===== config.mk =====
export PLATFORM = sky130hd
export DESIGN_NAME = wsc_front
export DESIGN_NICKNAME = d
export VERILOG_FILES = /design/src/sv/wsc_pkg.sv /design/src/sv/wsc_front.sv
export SDC_FILE = /design/constraint.sdc
export NUM_CORES = 1
export LEC_CHECK = 0
export BUFFER_PORTS_ARGS = -buffer_cell sky130_fd_sc_hd__buf_2
export CAP_MARGIN = 40
export CORE_ASPECT_RATIO = 0.8
export CORE_MARGIN = 8
export CORE_UTILIZATION = 45
export DETAILED_ROUTE_END_ITERATION = 6
export MAX_ROUTING_LAYER = met4
export PLACE_DENSITY = 0.71
export SETUP_SLACK_MARGIN = 0.02
export SYNTH_ARGS = -nofsm -noshare
export SYNTH_HDL_FRONTEND = slang
export SYNTH_SLANG_ARGS = --single-unit

===== constraint.sdc =====
create_clock -name clk_i -period 2.9 [get_ports clk_i]
set_input_delay 0.87 -clock clk_i [delete_from_list [all_inputs] [get_ports clk_i]]
set_output_delay 0.87 -clock clk_i [all_outputs]
set_load 0.01 [all_outputs]

===== src/sv/wsc_pkg.sv =====
// ----------------------------------------------------------------------------
// wsc_pkg
// Types, constants and helper functions shared by the weather sensor
// compensation modules.
// ----------------------------------------------------------------------------
package wsc_pkg;

  localparam int unsigned CfgIdxW = 3;
  localparam logic [CfgIdxW-1:0] CFG_TEMP_PRESS_LOW = 3'd0;
  localparam logic [CfgIdxW-1:0] CFG_PRESS_MID      = 3'd1;
  localparam logic [CfgIdxW-1:0] CFG_PRESS_HIGH     = 3'd2;
  localparam logic [CfgIdxW-1:0] CFG_HUM_FIRST      = 3'd3;
  localparam logic [CfgIdxW-1:0] CFG_HUM_REST       = 3'd4;

  localparam logic [63:0] FINE_P_OFFSET = 64'd128000;
  localparam logic [31:0] FINE_H_OFFSET = 32'd76800;
  localparam logic [63:0] P_FULL_SCALE  = 64'd1048576;
  localparam logic [63:0] P_SCALE       = 64'd3125;
  localparam logic [31:0] H_LIMIT       = 32'd419430400;
  localparam logic [31:0] H_BASE        = 32'd2097152;
  localparam logic [13:0] H_MAX_CENTI   = 14'd10000;

  typedef struct packed {
    logic [19:0] temp;
    logic [19:0] press;
    logic [15:0] hum;
  } raw_t;

  typedef struct packed {
    logic [63:0] low;
    logic [63:0] mid;
    logic [63:0] high;
    logic [7:0]  h1;
    logic [55:0] hrest;
  } cal_t;

  function automatic logic [31:0] asr32(logic [31:0] x, int unsigned n);
    return 32'($signed(x) >>> n);
  endfunction

  function automatic logic [63:0] asr64(logic [63:0] x, int unsigned n);
    return 64'($signed(x) >>> n);
  endfunction

  function automatic logic [63:0] sx32(logic [31:0] x);
    return {{32{x[31]}}, x};
  endfunction

  function automatic logic [63:0] sx16(logic [15:0] x);
    return {{48{x[15]}}, x};
  endfunction

endpackage


===== src/sv/wsc_front.sv =====
// ----------------------------------------------------------------------------
// wsc_front
// Two-entry input queue that takes raw readings and holds them until the
// compensation sequencer picks them up.
// ----------------------------------------------------------------------------
module wsc_front import wsc_pkg::*; (
  input  logic clk_i,
  input  logic rst_ni,
  input  logic push_i,
  output logic full_o,
  input  raw_t item_i,
  output logic valid_o,
  input  logic take_i,
  output raw_t item_o
);

  raw_t        mem [2];
  logic        wr_ptr_q, wr_ptr_d;
  logic        rd_ptr_q, rd_ptr_d;
  logic [1:0]  count_q, count_d;
  logic        do_push, do_take;

  assign full_o  = (count_q == 2'd2);
  assign valid_o = (count_q != 2'd0);
  assign item_o  = mem[rd_ptr_q];
  assign do_push = push_i && !full_o;
  assign do_take = take_i && valid_o;

  always_comb begin
    wr_ptr_d = wr_ptr_q ^ do_push;
    rd_ptr_d = rd_ptr_q ^ do_take;
    count_d  = count_q + {1'b0, do_push} - {1'b0, do_take};
  end

  always_ff @(posedge clk_i or negedge rst_ni) begin
    if (!rst_ni) begin
      wr_ptr_q <= 1'b0;
      rd_ptr_q <= 1'b0;
      count_q  <= 2'd0;
    end else begin
      wr_ptr_q <= wr_ptr_d;
      rd_ptr_q <= rd_ptr_d;
      count_q  <= count_d;
    end
  end

  always_ff @(posedge clk_i) begin
    if (do_push) begin
      mem[wr_ptr_q] <= item_i;
    end
  end

endmodule


==> flow_metrics.env, run 1 <==
export IMPL_synth_area_um2=4380
export IMPL_tns_ns=0
export IMPL_yosysWarnings=0
export IMPL_fmax_mhz=370
export IMPL_ctsHoldBuffers=0
export IMPL_dp_hpwl_mm=5.64
export IMPL_grt_max_degree=33
export IMPL_mostFrequentLayoutCells="buf_2, edfxtp_1, mux2_4, mux2_2, clkbuf_16"
export IMPL_setup_viol=0
export IMPL_fin_skew_ns=0.00594
export IMPL_leakage_uw=0.00229
export IMPL_ctsHtreeMaxLevel=4
export IMPL_cts_tree="done"
export IMPL_post_route_period_util_pct=93.2
export IMPL_area_delta_synth_final_pct=30.7
export IMPL_yosys_area_top_type="edfxtp_1"
export IMPL_die_w_um=126
export IMPL_vias=2247
export IMPL_total_power_uw=6250
export IMPL_cts_clk_slew_worst_paths_ns=0.05
export IMPL_wl_per_cell_um=17.9
export IMPL_power_density_nw_per_um2=1090
export IMPL_status="complete, no violations"
export IMPL_clk_latency_ns=0.40
export IMPL_muxShareOfSynthArea_pct=17.0
export IMPL_drive_gt1_share_pct=60.9
export IMPL_drc=0
export IMPL_ant_nets=0
export IMPL_cts_resized=0
export IMPL_finalHoldViolCount=0
export IMPL_die_y_um=104
export IMPL_antenna_found_initial=1
export IMPL_fin_worst_hold_slack_ns=0.272
export IMPL_fin_area_um2=5730
export IMPL_crit_chain="buf_12 > mux2_2 > buf_2"
export IMPL_worst_ep_required_time_ns=2.03
export IMPL_dieArea_um2=13200
export IMPL_clock_path_buffers=2
export IMPL_synthTopCellsByArea="edfxtp_1, mux2_4, mux2_2, dfrtp_1, ha_1"
export IMPL_synthAdderAreaFrac_pct=1.14
export IMPL_core_um2=9570
export IMPL_drtIter0Drc=132
export IMPL_final_common_cell="buf_2"
export IMPL_syn_avg_cell_area_um2=22.6
export IMPL_postSynthNetCount=258
export IMPL_vias_per_cell=4.85
export IMPL_synth_compound_area_share_pct=0.171
export IMPL_cap_violations=0
export IMPL_clk_root_buffer_cell="clkbuf_16"
export IMPL_row_count=32
export IMPL_routed_wl_mm=8.27
export IMPL_hp_class="in2async"
export IMPL_timing_critical_path_from_type="flop"
export IMPL_path_max_fanout=27
export IMPL_routedLengthMet1_mm=3.82
export IMPL_crit_buf_inv=2
export IMPL_synthDistinctLibCells=15
export IMPL_arrival_ns=1.83
export IMPL_postPlaceCellArea_um2=5130
export IMPL_ys_ff_latch=116
export IMPL_fillers=745
export IMPL_critical_path_class="reg2out"
export IMPL_pin_count=118
export IMPL_tightest_slew_ns=0.447
export IMPL_max_stage_delay_ns=0.64
export IMPL_start_util_pct=45.8
export IMPL_period_needed_ns=2.70
export IMPL_grt_first_pass_wirelength_mm=13.0
export IMPL_rsz0062_at_grt="false"
export IMPL_fin_ws_ns=0.196
export IMPL_relSlewSlack_pct=70.2
export IMPL_critPathSlowestCell="dfrtp_4"
export IMPL_endpoint_kind="primary output"
export IMPL_synth_top_family_by_area="multiplexers"
export IMPL_numCtsBuffers=17
export IMPL_port_buffers=117
export IMPL_slew_violations=0
export IMPL_top_layer_used="met4"
export IMPL_first_pass_iters=4
export IMPL_synth_xor_area_share_pct=0.599
export IMPL_cts_setup_buffers=0
export IMPL_track_usage_pct=13.4
export IMPL_synth_top_area_share_pct=76.7
export IMPL_route_met3_wl_um=666
export IMPL_synthesis_instances=194
export IMPL_grt_pass1_vias=2497
export IMPL_synth_simple_area_share_pct=0.514
export IMPL_gp_congestion=0.698
export IMPL_critical_path_top_delay_family="flip-flops"
export IMPL_cts_sinks=116
export IMPL_dp_slack_ns=0.590
export IMPL_ir_worst_vdd_mv=0.729
export IMPL_fin_nets=394
export IMPL_wl_met2_mm=3.67
export IMPL_seq_area_frac_synth_pct=79.0
export IMPL_grt_ovfl_total=0
synth_stat cells (all sizes together):
| cell type | number |
|---|---|
| dfrtp | 4 |
| nand2 | 1 |
| edfxtp | 112 |
| xor2 | 1 |
| and2 | 1 |
| buf | 6 |
| mux2 | 56 |
| xnor2 | 2 |
| nand2b | 1 |
| inv | 4 |
| o21a | 1 |
| or2 | 1 |
| ha | 4 |
flip-flops by register name (all words and copies together), names as in the netlist:
| register | cells |
|---|---|
| count_q | 2 |
| mem | 112 |
| wr_ptr_q | 1 |
| rd_ptr_q | 1 |
path summary, 6_finish.rpt:
| path | start | end | slack, ns | cells after the start |
|---|---|---|---|---|
| setup / recovery | rd_ptr_q | item_o[45] | 0.20 | 3 |
| min in group clk_i | count_q[1] | count_q[1] | 0.53 | 1 |
| setup reg to reg | count_q[1] | mem[1][15] | 1.23 | 4 |
| hold reg to reg | count_q[1] | count_q[1] | 0.53 | 1 |
| max in group asynchronous | rst_ni | rd_ptr_q | 2.49 | 1 |
| hold / removal | rst_ni | count_q[0] | 0.27 | 1 |
logic make-up (layout without fill, tap and decap cells):
group | after synthesis | in the layout
other cells | 0 | 1
simple gates | 4 | 4
mux | 56 | 56
fa+ha+maj | 4 | 4
compound gates | 1 | 1
flops | 116 | 116
buf+inv | 10 | 159
xor+xnor | 3 | 3
stage by stage:
step	instances	util, %
after detailed placement	430	53.6
final	463	59.8
after CTS	462	59.8
after global routing	463	59.8
after global placement	430	53.6
after floorplan	194	-
cell type report:
cell class	count	area (um^2)	area share [%]
Sequential cell	116	3470	60.5
Multi-Input combinational cell	68	855	14.9
Clock inverter	14	166	2.91
Inverter	4	15.0	0.262
Clock buffer	18	429	7.49
Timing Repair Buffer	123	643	11.2
Antenna cell	1	2.50	0.0437
Tap cell	119	149	2.60
power breakdown:
group	switching (uW)	internal [uW]	total [uW]	leakage, uW
Combinational	846	859	1710	0.000916
Sequential	159	2300	2460	0.00109
Clock	675	1410	2090	0.000291
routing by layer:
layer  GRT usage [%]  vias to the layer above
li1                -                     1040
met1            15.6                     1106
met2            19.5                       90
met3            5.94                       11
met4            6.17                        0
met5               -                        -
Note: power is estimated with default switching activity, not from simulation.
==> run 2, diff against run 1 <==
Settings changed: PLACE_DENSITY 0.71 to 0.74.
Clock period 2.9 ns to 2.2 ns, I/O delays scaled along.
==> flow_metrics.env, run 2 (synthesis results as in run 1) <==
export IMPL_status="finished with violations"
export IMPL_violations="setup timing"
export IMPL_grt_use_met2_pct=20.6
export IMPL_dp_slack_ns=0.251
export IMPL_numCtsBuffers=17
export IMPL_path_depth=4
export IMPL_reg2reg_setup_slack_ns=0.56
export IMPL_grt_pass1_vias=2539
export IMPL_mostFrequentLayoutCells="edfxtp_1, buf_2, buf_6, mux2_4, mux2_2"
export IMPL_drtIter0Drc=128
export IMPL_antenna_found_initial=0
export IMPL_critical_path_class="reg2out"
export IMPL_fmax_mhz=441
export IMPL_ctsHtreeMaxLevel=4
export IMPL_routed_wl_mm=8.11
export IMPL_post_route_period_util_pct=103
export IMPL_worst_ep_required_time_ns=1.54
export IMPL_grt_ovfl_total=0
export IMPL_final_common_cell="edfxtp_1"
export IMPL_area_delta_synth_final_pct=36.6
export IMPL_ant_nets=0
export IMPL_grt_busiest_layer="met2"
export IMPL_leakage_uw=0.00240
export IMPL_dieArea_um2=13200
export IMPL_relSlewSlack_pct=76.4
export IMPL_clk_latency_ns=0.40
export IMPL_postPlaceCellArea_um2=5170
export IMPL_regArea_um2=3470
export IMPL_die_w_um=126
export IMPL_fin_ws_ns=-0.0651
export IMPL_fin_skew_ns=0.00910
export IMPL_die_y_um=104
export IMPL_diodes=0
export IMPL_r2r_start="count_q[1]"
export IMPL_grt_first_pass_wirelength_mm=12.7
export IMPL_tns_ns=-1.07
export IMPL_cp_startpoint="rd_ptr_q"
export IMPL_cap_violations=0
export IMPL_hp_class="in2async"
export IMPL_regToRegEndpoint="mem[1][43]"
export IMPL_pin_count=118
export IMPL_finalHoldViolCount=0
export IMPL_core_um2=9570
export IMPL_dp_hpwl_mm=5.49
export IMPL_grt_max_degree=32
export IMPL_critPathSlowestCell="dfrtp_4"
export IMPL_critical_path_top_delay_family="flip-flops"
export IMPL_period_needed_ns=2.27
export IMPL_arrival_ns=1.61
export IMPL_power_density_nw_per_um2=1410
export IMPL_drc=0
export IMPL_timing_critical_path_from_type="flop"
export IMPL_cts_clk_slew_worst_paths_ns=0.05
export IMPL_start_util_pct=45.8
export IMPL_port_buffers=117
export IMPL_max_stage_delay_ns=0.51
export IMPL_ctsHoldBuffers=0
export IMPL_track_usage_pct=13.3
export IMPL_ir_worst_vdd_mv=0.748
export IMPL_slew_violations=0
export IMPL_vias_per_cell=4.80
export IMPL_gp_congestion=0.652
export IMPL_cts_tree="done"
export IMPL_top_register="mem"
export IMPL_cts_sinks=116
export IMPL_endpoint_kind="primary output"
export IMPL_wl_per_cell_um=17.5
export IMPL_grt_util_met1_pct=14.5
export IMPL_top_regs="mem (112), count_q (2)"
export IMPL_r2r_worst_path_cells=4
export IMPL_fin_nets=397
export IMPL_fillers=696
export IMPL_clk_root_buffer_cell="clkbuf_16"
export IMPL_crit_end="item_o[11]"
export IMPL_row_count=32
export IMPL_rsz0062_at_grt="true"
export IMPL_largest_reg_flops=112
export IMPL_vias=2226
export IMPL_fin_area_um2=5990
export IMPL_first_pass_iters=4
export IMPL_drive_gt1_share_pct=60.0
export IMPL_met3_usage_pct=5.84
export IMPL_crit_chain="buf_4 > buf_8 > mux2_2 > buf_6"
export IMPL_path_max_fanout=8
export IMPL_crit_buf_inv=3
export IMPL_tightest_slew_ns=0.355
export IMPL_clock_path_buffers=2
export IMPL_setup_viol=37
export IMPL_multi_input_area_um2=881
-- run 2: cell types whose count changed in the layout (fill, tap and decap cells not counted), moves of 4 or more --
cell      before  now
clkbuf_1       1    5
buf_2        117   76
mux2_2        26   19
buf_6          0   41
mux2_4        30   37
-- run 2: timing repair --
item | 4_1_cts | 5_1_grt
endpoints found under the setup margin | 46 | 56
resized for setup | 32 | 18
buffers inserted | 2 | 1
-- run 2: worst min-delay path by stage --
stage	start	cells after the start	slack (ns)	end
after floorplan	rst_ni	0	0.36	count_q[0]
after global placement	rst_ni	1	0.47	count_q[0]
after detailed placement	rst_ni	1	0.47	count_q[0]
after CTS	rst_ni	1	0.04	rd_ptr_q
after global routing	rst_ni	1	0.04	rd_ptr_q
final	rst_ni	1	0.06	rd_ptr_q
-- run 2: cell type report --
type / count / area share, %
Sequential cell: 116 / 57.9
Clock inverter: 9 / 1.07
Tap cell: 119 / 2.49
Inverter: 4 / 0.251
Clock buffer: 22 / 7.42
Timing Repair Buffer: 126 / 16.2
Multi-Input combinational cell: 68 / 14.7
-- run 2: stage by stage --
stage | util [%] | cells | hold slack, ns | total power (uW)
4_1_cts | 61.5 | 463 | 0.0422 | 8390
5_1_grt | 62.6 | 464 | 0.0426 | 8870
3_3_place_gp | 54.0 | 430 | 0.471 | 5590
2_1_floorplan | - | 194 | 0.364 | 4780
3_5_place_dp | 54.0 | 430 | 0.472 | 5640
6_report | 62.6 | 464 | 0.0571 | 8460
-- run 2: worst reg2reg max path: cells and delay by family, from the launching register on --
family        cells  cell delay (ns)
flops             1             0.41
buf+inv           1             0.34
simple gates      2             0.32
fa+ha+maj         1             0.22
-- run 2: metal layers --
metal	vias up	wire (um)
li1	1039	-
met1	1091	3370
met2	83	4030
met3	13	587
met4	0	128
met5	-	0
-- run 2: power by group --
part | switching, uW | internal (uW)
sequential | 145 | 3040
clock | 842 | 1510
combinational | 1270 | 1650
